**config.mk**
```make
export PLATFORM = sky130hd
export DESIGN_NAME = sorted_insertion_table_flat
export DESIGN_NICKNAME = d
export VERILOG_FILES = /design/src/sit_pkg.sv /design/src/sit_if.sv /design/src/sit_store.sv /design/src/sit_seq.sv /design/src/sorted_insertion_table.sv /design/src/flat_wrapper.sv
export SDC_FILE = /design/constraint.sdc
export NUM_CORES = 1
export LEC_CHECK = 0
export BUFFER_PORTS_ARGS = -buffer_cell sky130_fd_sc_hd__buf_2
export CAP_MARGIN = 25
export CORE_MARGIN = 10
export CORE_UTILIZATION = 30
export CTS_CLUSTER_SIZE = 10
export DETAILED_ROUTE_END_ITERATION = 12
export PLACE_DENSITY_LB_ADDON = 0.25
export SYNTH_ARGS = -nofsm -noshare
export SYNTH_HDL_FRONTEND = slang
export SYNTH_SLANG_ARGS = --single-unit
```
**constraint.sdc**
```tcl
create_clock -name clk -period 11.8 [get_ports clk]
set_clock_uncertainty 0.05 [all_clocks]
set_input_delay 0 -clock clk [delete_from_list [all_inputs] [get_ports clk]]
set_output_delay 0 -clock clk [all_outputs]
set_load 0.05 [all_outputs]
```
**src/sit_pkg.sv**
```systemverilog
// ----------------------------------------------------------------------------
// sit_pkg
// Shared types and constants of the sorted insertion table.
// ----------------------------------------------------------------------------
`default_nettype none

package sit_pkg;

  localparam int TABLE_DEPTH_DEFAULT  = 16;
  localparam int PAYLOAD_BITS_DEFAULT = 32;
  localparam int COUNT_BITS_DEFAULT   = $clog2(TABLE_DEPTH_DEFAULT + 1);
  localparam int SCORE_BITS           = 7;
  localparam int FUNC_BITS            = 2;
  localparam int STATUS_BITS          = 2;

  typedef enum logic [FUNC_BITS-1:0] {
    OP_INSERT = 2'd0,
    OP_REMOVE = 2'd1,
    OP_READ   = 2'd2,
    OP_CLEAR  = 2'd3
  } op_t;

  typedef enum logic [STATUS_BITS-1:0] {
    ST_OK    = 2'd0,
    ST_EMPTY = 2'd1,
    ST_FULL  = 2'd2
  } status_t;

  typedef enum logic [2:0] {
    S_IDLE,
    S_RD,
    S_CMP,
    S_PUT,
    S_FETCH,
    S_RESP
  } seq_state_t;

endpackage

`default_nettype wire

```
**src/sit_if.sv**
```systemverilog
// ----------------------------------------------------------------------------
// sit_req_if / sit_rsp_if
// Valid/ready channels for operation requests and their responses.
// ----------------------------------------------------------------------------
`default_nettype none

interface sit_req_if #(
  parameter int PAYLOAD_BITS = sit_pkg::PAYLOAD_BITS_DEFAULT
);
  logic                           valid;
  logic                           ready;
  logic [sit_pkg::FUNC_BITS-1:0]  func;
  logic [sit_pkg::SCORE_BITS-1:0] new_score;
  logic [PAYLOAD_BITS-1:0]        new_payload;

  modport source (output valid, output func, output new_score, output new_payload,
                  input ready);
  modport sink   (input valid, input func, input new_score, input new_payload,
                  output ready);
endinterface

interface sit_rsp_if #(
  parameter int PAYLOAD_BITS = sit_pkg::PAYLOAD_BITS_DEFAULT,
  parameter int COUNT_BITS   = sit_pkg::COUNT_BITS_DEFAULT
);
  logic                            valid;
  logic                            ready;
  logic [sit_pkg::SCORE_BITS-1:0]  entry_score;
  logic [PAYLOAD_BITS-1:0]         entry_payload;
  logic [COUNT_BITS-1:0]           entry_count;
  logic [sit_pkg::STATUS_BITS-1:0] status;

  modport source (output valid, output entry_score, output entry_payload,
                  output entry_count, output status, input ready);
  modport sink   (input valid, input entry_score, input entry_payload,
                  input entry_count, input status, output ready);
endinterface

`default_nettype wire

```
**src/sit_store.sv**
```systemverilog
// ----------------------------------------------------------------------------
// sit_store
// Entry memory: one write port and one registered read port.
// ----------------------------------------------------------------------------
`default_nettype none

module sit_store #(
  parameter int TABLE_DEPTH  = sit_pkg::TABLE_DEPTH_DEFAULT,
  parameter int PAYLOAD_BITS = sit_pkg::PAYLOAD_BITS_DEFAULT,
  localparam int ADDR_BITS   = $clog2(TABLE_DEPTH)
) (
  input  wire logic                           clk,
  input  wire logic                           wr_en,
  input  wire logic [ADDR_BITS-1:0]           wr_addr,
  input  wire logic [sit_pkg::SCORE_BITS-1:0] wr_score,
  input  wire logic [PAYLOAD_BITS-1:0]        wr_payload,
  input  wire logic                           rd_en,
  input  wire logic [ADDR_BITS-1:0]           rd_addr,
  output logic      [sit_pkg::SCORE_BITS-1:0] rd_score,
  output logic      [PAYLOAD_BITS-1:0]        rd_payload
);
  import sit_pkg::*;

  logic [SCORE_BITS-1:0]   score_mem   [TABLE_DEPTH];
  logic [PAYLOAD_BITS-1:0] payload_mem [TABLE_DEPTH];

  always_ff @(posedge clk) begin
    if (wr_en) begin
      score_mem[wr_addr]   <= wr_score;
      payload_mem[wr_addr] <= wr_payload;
    end
  end

  always_ff @(posedge clk) begin
    if (rd_en) begin
      rd_score   <= score_mem[rd_addr];
      rd_payload <= payload_mem[rd_addr];
    end
  end

endmodule

`default_nettype wire

```
**src/sit_seq.sv**
```systemverilog
// ----------------------------------------------------------------------------
// sit_seq
// Operation sequencer: tail-to-head shift scan for insert, cursor and count
// bookkeeping, and the response register.
// ----------------------------------------------------------------------------
`default_nettype none

module sit_seq #(
  parameter int TABLE_DEPTH  = sit_pkg::TABLE_DEPTH_DEFAULT,
  parameter int PAYLOAD_BITS = sit_pkg::PAYLOAD_BITS_DEFAULT,
  localparam int ADDR_BITS   = $clog2(TABLE_DEPTH),
  localparam int COUNT_BITS  = $clog2(TABLE_DEPTH + 1)
) (
  input  wire logic                           clk,
  input  wire logic                           rst,
  sit_req_if.sink                             req,
  sit_rsp_if.source                           rsp,
  output logic                                wr_en,
  output logic      [ADDR_BITS-1:0]           wr_addr,
  output logic      [sit_pkg::SCORE_BITS-1:0] wr_score,
  output logic      [PAYLOAD_BITS-1:0]        wr_payload,
  output logic                                rd_en,
  output logic      [ADDR_BITS-1:0]           rd_addr,
  input  wire logic [sit_pkg::SCORE_BITS-1:0] rd_score,
  input  wire logic [PAYLOAD_BITS-1:0]        rd_payload
);
  import sit_pkg::*;

  localparam logic [COUNT_BITS-1:0] FULL_COUNT = COUNT_BITS'(TABLE_DEPTH);

  seq_state_t              state, state_next;
  logic [SCORE_BITS-1:0]   new_score;
  logic [PAYLOAD_BITS-1:0] new_payload;
  logic [COUNT_BITS-1:0]   count, count_next;
  logic [ADDR_BITS-1:0]    cursor, cursor_next;
  logic [ADDR_BITS-1:0]    idx, idx_next;
  logic [ADDR_BITS-1:0]    show_idx, show_idx_next;
  logic                    shown, shown_next;
  logic                    full_flag, full_flag_next;
  logic                    accept;
  logic                    shift_up;
  logic                    load_out;
  logic [ADDR_BITS-1:0]    read_pos;
  logic [COUNT_BITS-1:0]   read_pos_inc;

  logic                    out_valid;
  logic [SCORE_BITS-1:0]   out_score;
  logic [PAYLOAD_BITS-1:0] out_payload;
  logic [COUNT_BITS-1:0]   out_count;
  status_t                 out_status;

  assign req.ready    = (state == S_IDLE);
  assign accept       = req.valid && req.ready;
  assign shift_up     = (rd_score >= new_score);
  assign read_pos     = (COUNT_BITS'(cursor) >= count) ? '0 : cursor;
  assign read_pos_inc = COUNT_BITS'(read_pos) + COUNT_BITS'(1);

  always_comb begin
    state_next = state;
    unique case (state)
      S_IDLE: begin
        if (accept) begin
          if (op_t'(req.func) == OP_INSERT && count != FULL_COUNT) begin
            state_next = (count == '0) ? S_PUT : S_RD;
          end else begin
            state_next = S_FETCH;
          end
        end
      end
      S_RD:    state_next = S_CMP;
      S_CMP: begin
        if (shift_up && idx != '0) begin
          state_next = S_RD;
        end else begin
          state_next = S_PUT;
        end
      end
      S_PUT:   state_next = S_FETCH;
      S_FETCH: state_next = S_RESP;
      S_RESP: begin
        if (load_out) begin
          state_next = S_IDLE;
        end
      end
      default: state_next = S_IDLE;
    endcase
  end

  always_comb begin
    count_next     = count;
    cursor_next    = cursor;
    idx_next       = idx;
    show_idx_next  = show_idx;
    shown_next     = shown;
    full_flag_next = full_flag;
    wr_en          = 1'b0;
    wr_addr        = idx + ADDR_BITS'(1);
    wr_score       = rd_score;
    wr_payload     = rd_payload;
    rd_en          = 1'b0;
    rd_addr        = idx;
    load_out       = 1'b0;
    unique case (state)
      S_IDLE: begin
        if (accept) begin
          shown_next     = 1'b0;
          full_flag_next = 1'b0;
          unique case (op_t'(req.func))
            OP_INSERT: begin
              if (count == FULL_COUNT) begin
                full_flag_next = 1'b1;
              end else if (count != '0) begin
                idx_next = ADDR_BITS'(count - COUNT_BITS'(1));
              end else begin
                idx_next = '0;
              end
            end
            OP_REMOVE: begin
              if (count != '0) begin
                count_next = count - COUNT_BITS'(1);
              end
            end
            OP_READ: begin
              if (count != '0) begin
                show_idx_next = read_pos;
                shown_next    = 1'b1;
                cursor_next   = (read_pos_inc >= count) ? '0 : ADDR_BITS'(read_pos_inc);
              end
            end
            OP_CLEAR: begin
              count_next  = '0;
              cursor_next = '0;
            end
            default: ;
          endcase
        end
      end
      S_RD: begin
        rd_en   = 1'b1;
        rd_addr = idx;
      end
      S_CMP: begin
        if (shift_up) begin
          wr_en = 1'b1;
          if (idx != '0) begin
            idx_next = idx - ADDR_BITS'(1);
          end
        end else begin
          idx_next = idx + ADDR_BITS'(1);
        end
      end
      S_PUT: begin
        wr_en      = 1'b1;
        wr_addr    = idx;
        wr_score   = new_score;
        wr_payload = new_payload;
        count_next = count + COUNT_BITS'(1);
      end
      S_FETCH: begin
        rd_en   = 1'b1;
        rd_addr = shown ? show_idx : ADDR_BITS'(count - COUNT_BITS'(1));
      end
      S_RESP: begin
        load_out = !out_valid || rsp.ready;
      end
      default: ;
    endcase
  end

  always_ff @(posedge clk) begin
    if (rst) begin
      state     <= S_IDLE;
      count     <= '0;
      cursor    <= '0;
      shown     <= 1'b0;
      full_flag <= 1'b0;
    end else begin
      state     <= state_next;
      count     <= count_next;
      cursor    <= cursor_next;
      shown     <= shown_next;
      full_flag <= full_flag_next;
    end
  end

  always_ff @(posedge clk) begin
    idx      <= idx_next;
    show_idx <= show_idx_next;
    if (accept) begin
      new_score   <= req.new_score;
      new_payload <= req.new_payload;
    end
  end

  always_ff @(posedge clk) begin
    if (rst) begin
      out_valid <= 1'b0;
    end else if (load_out) begin
      out_valid <= 1'b1;
    end else if (rsp.ready) begin
      out_valid <= 1'b0;
    end
  end

  always_ff @(posedge clk) begin
    if (load_out) begin
      out_score   <= (count == '0) ? '0 : rd_score;
      out_payload <= (count == '0) ? '0 : rd_payload;
      out_count   <= count;
      if (full_flag) begin
        out_status <= ST_FULL;
      end else if (count == '0) begin
        out_status <= ST_EMPTY;
      end else begin
        out_status <= ST_OK;
      end
    end
  end

  assign rsp.valid         = out_valid;
  assign rsp.entry_score   = out_score;
  assign rsp.entry_payload = out_payload;
  assign rsp.entry_count   = out_count;
  assign rsp.status        = out_status;

endmodule

`default_nettype wire

```
**src/sorted_insertion_table.sv**
```systemverilog
// ----------------------------------------------------------------------------
// sorted_insertion_table
// Bounded table of score/payload entries kept in ascending score order.
// ----------------------------------------------------------------------------
//  channel  direction  carries
//  req      in         func, new_score, new_payload
//  rsp      out        entry_score, entry_payload, entry_count, status
//
// Remove, read next, clear and a refused insert go from accept to the fetch
// read and then the response state. An insert first scans from the tail toward
// the head, reading one entry per compare through the single memory read port
// and moving each entry whose score is not below the new one a place toward the
// tail, then writes the new entry and fetches. One operation is in flight at a
// time. Reset clears the state, count, cursor and flags; the memory needs no
// clearing. A stalled response holds the block before it accepts requests again.
`default_nettype none

module sorted_insertion_table #(
  parameter int TABLE_DEPTH  = sit_pkg::TABLE_DEPTH_DEFAULT,
  parameter int PAYLOAD_BITS = sit_pkg::PAYLOAD_BITS_DEFAULT
) (
  input wire logic  clk,
  input wire logic  rst,
  sit_req_if.sink   req,
  sit_rsp_if.source rsp
);
  import sit_pkg::*;

  localparam int ADDR_BITS = $clog2(TABLE_DEPTH);

  logic                    wr_en;
  logic [ADDR_BITS-1:0]    wr_addr;
  logic [SCORE_BITS-1:0]   wr_score;
  logic [PAYLOAD_BITS-1:0] wr_payload;
  logic                    rd_en;
  logic [ADDR_BITS-1:0]    rd_addr;
  logic [SCORE_BITS-1:0]   rd_score;
  logic [PAYLOAD_BITS-1:0] rd_payload;

  sit_seq #(
    .TABLE_DEPTH  (TABLE_DEPTH),
    .PAYLOAD_BITS (PAYLOAD_BITS)
  ) u_seq (
    .clk        (clk),
    .rst        (rst),
    .req        (req),
    .rsp        (rsp),
    .wr_en      (wr_en),
    .wr_addr    (wr_addr),
    .wr_score   (wr_score),
    .wr_payload (wr_payload),
    .rd_en      (rd_en),
    .rd_addr    (rd_addr),
    .rd_score   (rd_score),
    .rd_payload (rd_payload)
  );

  sit_store #(
    .TABLE_DEPTH  (TABLE_DEPTH),
    .PAYLOAD_BITS (PAYLOAD_BITS)
  ) u_store (
    .clk        (clk),
    .wr_en      (wr_en),
    .wr_addr    (wr_addr),
    .wr_score   (wr_score),
    .wr_payload (wr_payload),
    .rd_en      (rd_en),
    .rd_addr    (rd_addr),
    .rd_score   (rd_score),
    .rd_payload (rd_payload)
  );

endmodule

`default_nettype wire

```
**src/flat_wrapper.sv**
```systemverilog
// flat-port wrapper written by rule: the top's interface ports become plain ports
module sorted_insertion_table_flat import sit_pkg::*;
#(
  parameter int TABLE_DEPTH  = sit_pkg::TABLE_DEPTH_DEFAULT,
  parameter int PAYLOAD_BITS = sit_pkg::PAYLOAD_BITS_DEFAULT
)
  (clk, rst, req_valid, req_func, req_new_score, req_new_payload, req_ready, rsp_valid, rsp_entry_score, rsp_entry_payload, rsp_entry_count, rsp_status, rsp_ready);
  sit_req_if #(.PAYLOAD_BITS(PAYLOAD_BITS)) req_i ();
  sit_rsp_if #(.PAYLOAD_BITS(PAYLOAD_BITS)) rsp_i ();
  input wire logic clk;
  input wire logic rst;
  input wire logic [$bits(req_i.valid)-1:0] req_valid;
  input wire logic [$bits(req_i.func)-1:0] req_func;
  input wire logic [$bits(req_i.new_score)-1:0] req_new_score;
  input wire logic [$bits(req_i.new_payload)-1:0] req_new_payload;
  output wire logic [$bits(req_i.ready)-1:0] req_ready;
  output wire logic [$bits(rsp_i.valid)-1:0] rsp_valid;
  output wire logic [$bits(rsp_i.entry_score)-1:0] rsp_entry_score;
  output wire logic [$bits(rsp_i.entry_payload)-1:0] rsp_entry_payload;
  output wire logic [$bits(rsp_i.entry_count)-1:0] rsp_entry_count;
  output wire logic [$bits(rsp_i.status)-1:0] rsp_status;
  input wire logic [$bits(rsp_i.ready)-1:0] rsp_ready;
  assign req_i.valid = req_valid;
  assign req_i.func = req_func;
  assign req_i.new_score = req_new_score;
  assign req_i.new_payload = req_new_payload;
  assign req_ready = req_i.ready;
  assign rsp_valid = rsp_i.valid;
  assign rsp_entry_score = rsp_i.entry_score;
  assign rsp_entry_payload = rsp_i.entry_payload;
  assign rsp_entry_count = rsp_i.entry_count;
  assign rsp_status = rsp_i.status;
  assign rsp_i.ready = rsp_ready;
  sorted_insertion_table #(.TABLE_DEPTH(TABLE_DEPTH), .PAYLOAD_BITS(PAYLOAD_BITS)) u_core (.clk(clk), .rst(rst), .req(req_i), .rsp(rsp_i));
endmodule
```
==> impl_metrics.tcl, run 1 <==
set metrics [dict create \
    grt_pass1_vias 18779 \
    dpl.hpwl_microns 39600 \
    hold_viol 0 \
    intPower_mw 5.63 \
    power_leakage_nw 11.8 \
    cts_root_buffer "clkbuf_16" \
    cts_made_buffers 90 \
    hold_class "input port to flop" \
    dpl.cell_count 3395 \
    synth_edf_count 756 \
    final_common_cell "edfxtp_1" \
    drv_slew 0 \
    fin_crit_sh_pct 36.0 \
    synth_top_family_by_area "compound AO/OA/AOI/OAI gates" \
    synth_seq_cells 771 \
    vias_per_cell 5.16 \
    core-area_sq_um 100000 \
    synthesis.area_sq_um 30300 \
    synth.distinct_cells 62 \
    async_flop_share_pct 0 \
    final_area_sq_um 35500 \
    rsz0062_at_grt "false" \
    postLayoutCoreUtil_pct 35.4 \
    switchingPower_mw 2.80 \
    vdd_drop_max_mv 0.156 \
    final_nets 2317 \
    syn_avg_cell_area_sq_um 14.4 \
    drive_gt1_share_pct 12.0 \
    die_area_sq_um 114000 \
    wl_per_cell_microns 23.0 \
    ys_seq_area_share_pct 76.0 \
    swShare_pct 33.2 \
    cts_htree_levels 3 \
    clkLatencyLatePin_ns 0.65 \
    cts_resized 0 \
    path_class "flop to flop" \
    fp.dieH_microns 338 \
    die_w_microns 338 \
    ios 93 \
    status "finished clean" \
    yosysWarnings 0 \
    max_freq_mhz 236 \
    gp_congestion 0.739 \
    grt_pass1_wl_microns 122000 \
    drc 0 \
    dp_slack_ns 7.57 \
    pwr-share-seq_pct 44.2 \
    row_count 116 \
    io_buffers 92 \
    total_power_mw 8.43 \
    final_cells 3582 \
    antenna_found_initial 1 \
    drt-pass1-iter-count 5 \
    cap_violations 0 \
    synthXorXnorAreaFrac_pct 0.232 \
    diodes 0 \
    cts_buffer_depth 3 \
    grt_max_degree 179 \
    syn-num-nets 2173 \
    clock_sinks 771 \
    relSlewSlack_pct 33.2 \
    cp_max_fo 132 \
    cp_data_required_time_ns 12.12 \
    tightestPinTransition_ns 0.988 \
    path_clk_slew_ns 0.06 \
    synth_compound_area_share_pct 11.2 \
    start_util_pct 30.2 \
    via_count 18481 \
    finalWirelength_microns 82500 \
    cts_tree "built" \
    drtIter0Drc 1429 \
    fin_setup_tns_ns 0 \
    postRouteAntennaNets 0 \
    yosys_most_used_dff "edfxtp_1" \
    fin_crit_ns 4.25 \
    synth_fa_ha_area_share_pct 0.868 \
    holdWs_ns 0.0271 \
    combPwrFrac_pct 26.7 \
    synth.area.mux_share_pct 1.18 \
    place_area_sq_um 32300 \
    pwr-share-clk_pct 29.1 \
    worstPathArrival_ns 4.57 \
    layout_common_cells "edfxtp_1, nand2_1, a21oi_1" \
    synthToLayoutAreaGrowth_pct 17.3 \
    critPathLaunchType "flop" \
    grt_overflow 0 \
    post-cts-setup-buffers 0 \
    setup_viol 0 \
    grt_use_total_pct 14.2 \
    netlist_instances 2107 \
    cellPowerDensity_nw_per_um2 238 \
    worstSetupEndpointType "flop" \
    layout_setup_ws_ns 7.55 \
    synth-simple-area-share_pct 8.28 \
]
[registers in the layout (all words and copies together) (netlist names), 7 cells and up]
name                            count
u_core.u_seq.new_payload           32
u_core.u_seq.new_score              7
u_core.u_seq.rsp.entry_payload     32
u_core.u_seq.rsp.entry_score        7
u_core.u_store.payload_mem        512
u_core.u_store.rd_payload          32
u_core.u_store.rd_score             7
u_core.u_store.score_mem          112
[cells by family after synthesis]
| logic type | after synthesis |
|---|---|
| and+or+nand+nor | 572 |
| xor gates and xnor gates | 8 |
| adders and majority gates | 21 |
| muxes | 33 |
| DFF | 771 |
| buffers and inverters | 168 |
| AOI/OAI and AO/OA | 534 |
[path summary, 6_finish.rpt]
path / startpoint / endpoint / slack [ns] / cells after the start
setup / recovery: u_core.u_seq.state[2] / u_core.u_store.rd_payload[27] / 7.55 / 8
hold reg to reg: u_core.u_seq.full_flag / u_core.u_seq.rsp.status[1] / 0.41 / 0
setup reg to reg: u_core.u_seq.state[2] / u_core.u_store.rd_payload[27] / 7.55 / 8
hold / removal: req_new_payload[9] / u_core.u_seq.new_payload[9] / 0.03 / 2
[repair_timing]
action                     4_1_cts  5_1_grt
hold endpoints to repair        62        0
setup endpoints to repair        0        0
hold buffers                    62        0
[routing by layer]
layer	wire length (microns)	share of wire, %	global-route usage (%)	up-vias
met2	40200	49	24.0	496
met3	3990	4.8	2.24	113
met4	1850	2.2	4.51	0
met1	36400	44	18.7	9528
li1	-	-	-	8344
met5	0	0	0	-
[cell usage after synthesis (all sizes together), types with 4 or more instances]
cell	n	share of area [%]
o21ai	21	0.35
nand3	8	0.13
nand2b	5	0.10
buf	37	0.58
a21oi	313	5.2
inv	23	0.29
ha	21	0.87
nor2	46	0.57
nor3	8	0.13
and2	41	0.85
a22oi	6	0.15
edfxtp	756	75
clkbuf	108	1.3
mux2i	29	0.96
a31oi	6	0.12
or4	38	0.94
a221oi	152	4.4
nor4	5	0.10
dfxtp	15	0.99
nand2	404	5.0
nor2b	4	0.083
xnor2	5	0.14
[power groups by stage]
stage	logic, mW	clock network (mW)	registers [mW]
global route	2.51	2.63	3.74
detailed placement	2.26	0	3.78
finish	2.25	2.45	3.73
floorplan	1.47	0	3.76
global placement	2.19	0	3.78
CTS	2.28	2.52	3.73
[area by class of cell]
cell class | instances | area [sq um]
Clock buffer | 106 | 2310
Timing Repair Buffer | 197 | 1450
Sequential cell | 771 | 23000
Multi-Input combinational cell | 1168 | 6800
Clock inverter | 19 | 204
Fill cell | 9505 | 64700
Inverter | 23 | 86.3
Tap cell | 1298 | 1620
[worst max-delay path, cell delays in order (launching register included)]
cell and delay, ns:
dfxtp_1 0.61, nor3b_4 0.80, nor2_1 0.21, a21oi_4 0.16, buf_4 0.58, buf_12 0.54
mux2i_1 0.26, a221oi_1 0.10, or4_1 0.44
Power figures use the tool's default switching activity.
==> run 2: changes to the inputs <==
--- a/config.mk
+++ b/config.mk
@@ -5,6 +5,7 @@
 export SDC_FILE = /design/constraint.sdc
 export NUM_CORES = 1
 export LEC_CHECK = 0
+export ABC_AREA = 1
 export BUFFER_PORTS_ARGS = -buffer_cell sky130_fd_sc_hd__buf_2
 export CAP_MARGIN = 25
 export CORE_MARGIN = 10
==> constraint.sdc (replaced) <==
create_clock -name clk -period 4.05 [get_ports clk]
set_clock_uncertainty 0.05 [all_clocks]
set_input_delay 0 -clock clk [delete_from_list [all_inputs] [get_ports clk]]
set_output_delay 0 -clock clk [all_outputs]
set_load 0.05 [all_outputs]
==> run 2 against run 1 <==
Net effect:
- synthesized cell count rose by 54%
- utilization rose by 0.41 points
- first-iteration DRC count rose by 21%
- combinational power rose to 4.1 times the previous value
- clock-buffer cell count rose by 16
- register-to-register slack got worse by 7.1 ns
- final cell count rose by 39%
- via count rose by 20%
- fmax rose by 17%
- sequential power rose to 2.9 times the previous value
- critical path depth rose by 11
- critical path type unchanged
- highest routed layer unchanged
==> impl_metrics.tcl, run 2 <==
set metrics [dict create \
    rrSetupSlack_ns 0.42 \
    diodes 0 \
    slowest_stage "dlygate4sd3_1" \
    grt_overflow 0 \
    synthToLayoutAreaGrowth_pct 18.3 \
    power_leakage_nw 16.9 \
    ys_seq_area_share_pct 68.3 \
    drtIter0Drc 1735 \
    ys_top_cells_by_count "nand2_1, edfxtp_1, inv_1" \
    reg_top3 "u_core.u_store.payload_mem (512), u_core.u_store.score_mem (112)" \
    synth.distinct_cells 35 \
    synth_compound_area_share_pct 1.13 \
    syn_avg_cell_area_sq_um 10.4 \
    synth_area_leaders "edfxtp_1, nand2_1, nand3_1" \
    fp.dieH_microns 355 \
    synth_edf_count 756 \
    cts_tree "built" \
    fill_cells 11144 \
    wl_per_cell_microns 18.6 \
    grt_pass1_vias 21592 \
    worstPathArrival_ns 4.20 \
    drc 0 \
    synth.most_common_cell "nand2_1" \
    clock_sinks 771 \
    vdd_drop_max_mv 0.583 \
    cts_root_buffer "clkbuf_16" \
    cp_data_required_time_ns 4.62 \
    final_nets 3500 \
    final_common_cell "nand2_1" \
    hold_viol 0 \
    io_buffers 92 \
    critPathLaunchType "flop" \
    synth_fa_ha_area_share_pct 0.780 \
    synth_top_area_share_pct 67.4 \
    cap_violations 0 \
    netlist_instances 3237 \
    clkLatencyLatePin_ns 0.68 \
    grt_use_total_pct 14.5 \
    cellPowerDensity_nw_per_um2 693 \
    synth.area.mux_share_pct 0 \
    cp_cell_sequence "inv_1 -> ha_1 -> nand2_1 -> inv_1 -> nand2_1 -> nand2_1 -> a21oi_2 -> nand2_1 -> inv_1 -> ha_1 -> inv_1 -> nor4_1 -> ha_1 -> a21oi_1 -> nand4_1 -> nor2_2 -> nand3_1 -> a21oi_1 -> dlygate4sd3_1" \
    post-cts-setup-buffers 0 \
    synthXorXnorAreaFrac_pct 0.130 \
    ios 93 \
    cpPeakStageDelay_ns 0.55 \
    critPathTopFamily "simple AND/OR/NAND/NOR gates" \
    max_freq_mhz 275 \
    grt_pass1_wl_microns 140000 \
    vias_per_cell 4.44 \
    grt_max_degree 81 \
    synthesis.area_sq_um 33700 \
    setup_viol 0 \
    postLayoutCoreUtil_pct 35.8 \
    syn-num-nets 3303 \
    gp_congestion 0.743 \
    start_util_pct 30.3 \
    largest-register "u_core.u_store.payload_mem" \
    path_buf_inv 5 \
    rsz0062_at_grt "false" \
    drt-pass1-iter-count 5 \
    yosysWarnings 0 \
    largest_reg_flops 512 \
    die_area_sq_um 126000 \
    cts_htree_levels 3 \
    fin_setup_tns_ns 0 \
    synth_top_cell_by_area "edfxtp_1" \
    fin_crit_sh_pct 89.7 \
    synth_top_family_by_area "simple AND/OR/NAND/NOR gates" \
    status "finished clean" \
    relSlewSlack_pct 30.7 \
    row_count 122 \
    antenna_found_initial 2 \
    tightestPinTransition_ns 1.04 \
    fin_crit_ns 3.63 \
    finalWirelength_microns 92500 \
    layout_common_cells "nand2_1, edfxtp_1, inv_1" \
    via_count 22091 \
    cts_made_buffers 93 \
    dpl.hpwl_microns 51200 \
    synth_seq_cells 771 \
    cts_buffer_depth 3 \
    hold_class "input port to flop" \
    synth-simple-area-share_pct 19.2 \
    drv_slew 0 \
    die_w_microns 355 \
    cp_max_fo 6 \
    drive_gt1_share_pct 9.07 \
    async_flop_share_pct 0 \
    path_clk_slew_ns 0.06 \
    postRouteAntennaNets 0 \
    worstSetupEndpointType "flop" \
    core-area_sq_um 111000 \
    yosys_most_used_dff "edfxtp_1" \
    path_class "flop to flop" \
]
-- run 2: changes by cell type after synthesis, moves of 50 or more --
cell / before / now
inv_1: 23 / 722
nand3_1: 8 / 601
clkbuf_1: 108 / 26
a221oi_1: 152 / 0
nand2_1: 404 / 842
buf_2: 21 / 71
a21oi_1: 313 / 21
-- run 2: power breakdown --
part / switching [mW] / total [mW] / internal (mW)
Sequential: 0.294 / 10.9 / 10.6
Clock: 3.25 / 7.58 / 4.33
Combinational: 6.74 / 9.14 / 2.40
-- run 2: area by class of cell --
cell class | instances | area [sq um] | share of cell area [%]
inverters | 726 | 2730 | 6.86
clock inverters | 22 | 243 | 0.610
repair buffers | 246 | 2160 | 5.42
flip-flops and latches | 771 | 23000 | 57.8
clock buffers | 122 | 2470 | 6.19
multi-input cells | 1596 | 7360 | 18.5
well taps | 1488 | 1860 | 4.68
-- run 2: worst paths after layout --
kind                     startpoint                     endpoint  cells past startpoint
max           u_core.u_seq.count[2]       u_core.u_seq.cursor[2]                     19
max reg2reg   u_core.u_seq.count[2]       u_core.u_seq.cursor[2]                     19
min reg2reg  u_core.u_seq.full_flag   u_core.u_seq.rsp.status[1]                      0
min              req_new_payload[7]  u_core.u_seq.new_payload[7]                      2
-- run 2: repair_timing --
action,in CTS,in global routing
hold endpoints to repair,63,0
endpoints found under the setup margin,0,1
hold buffers,82,0
resized for setup,0,2
-- run 2: cell families after synthesis --
| family | Yosys count |
|---|---|
| buf+inv | 870 |
| fa+ha+maj | 21 |
| flops | 771 |
| xor+xnor | 5 |
| compound gates | 71 |
| simple gates | 1499 |
-- run 2: metrics by stage --
step                setup WS (ns)  instances  area, sq um  total power, mW  hold slack (ns)
floorplan                   0.342       3237        33700             16.8           0.0489
CTS                         0.336       4971        39800             28.0         0.000866
global placement            0.730       4745        36300             20.3            0.129
global route               0.0972       4971        39800             29.2           0.0194
detailed placement          0.739       4745        36300             20.3            0.128
finish                      0.415       4971        39800             27.6           0.0267
-- run 2: per-layer routing --
| layer | up-vias | part of all wire, % | global-route usage (%) | wire length, microns |
|---|---|---|---|---|
| met3 | 146 | 4.8 | 2.01 | 4420 |
| met4 | 0 | 2.5 | 4.44 | 2290 |
| met1 | 10624 | 45 | 19.4 | 41800 |
| met5 | - | 0 | 0 | 0 |
| li1 | 10818 | - | - | - |
| met2 | 503 | 48 | 24.1 | 44100 |
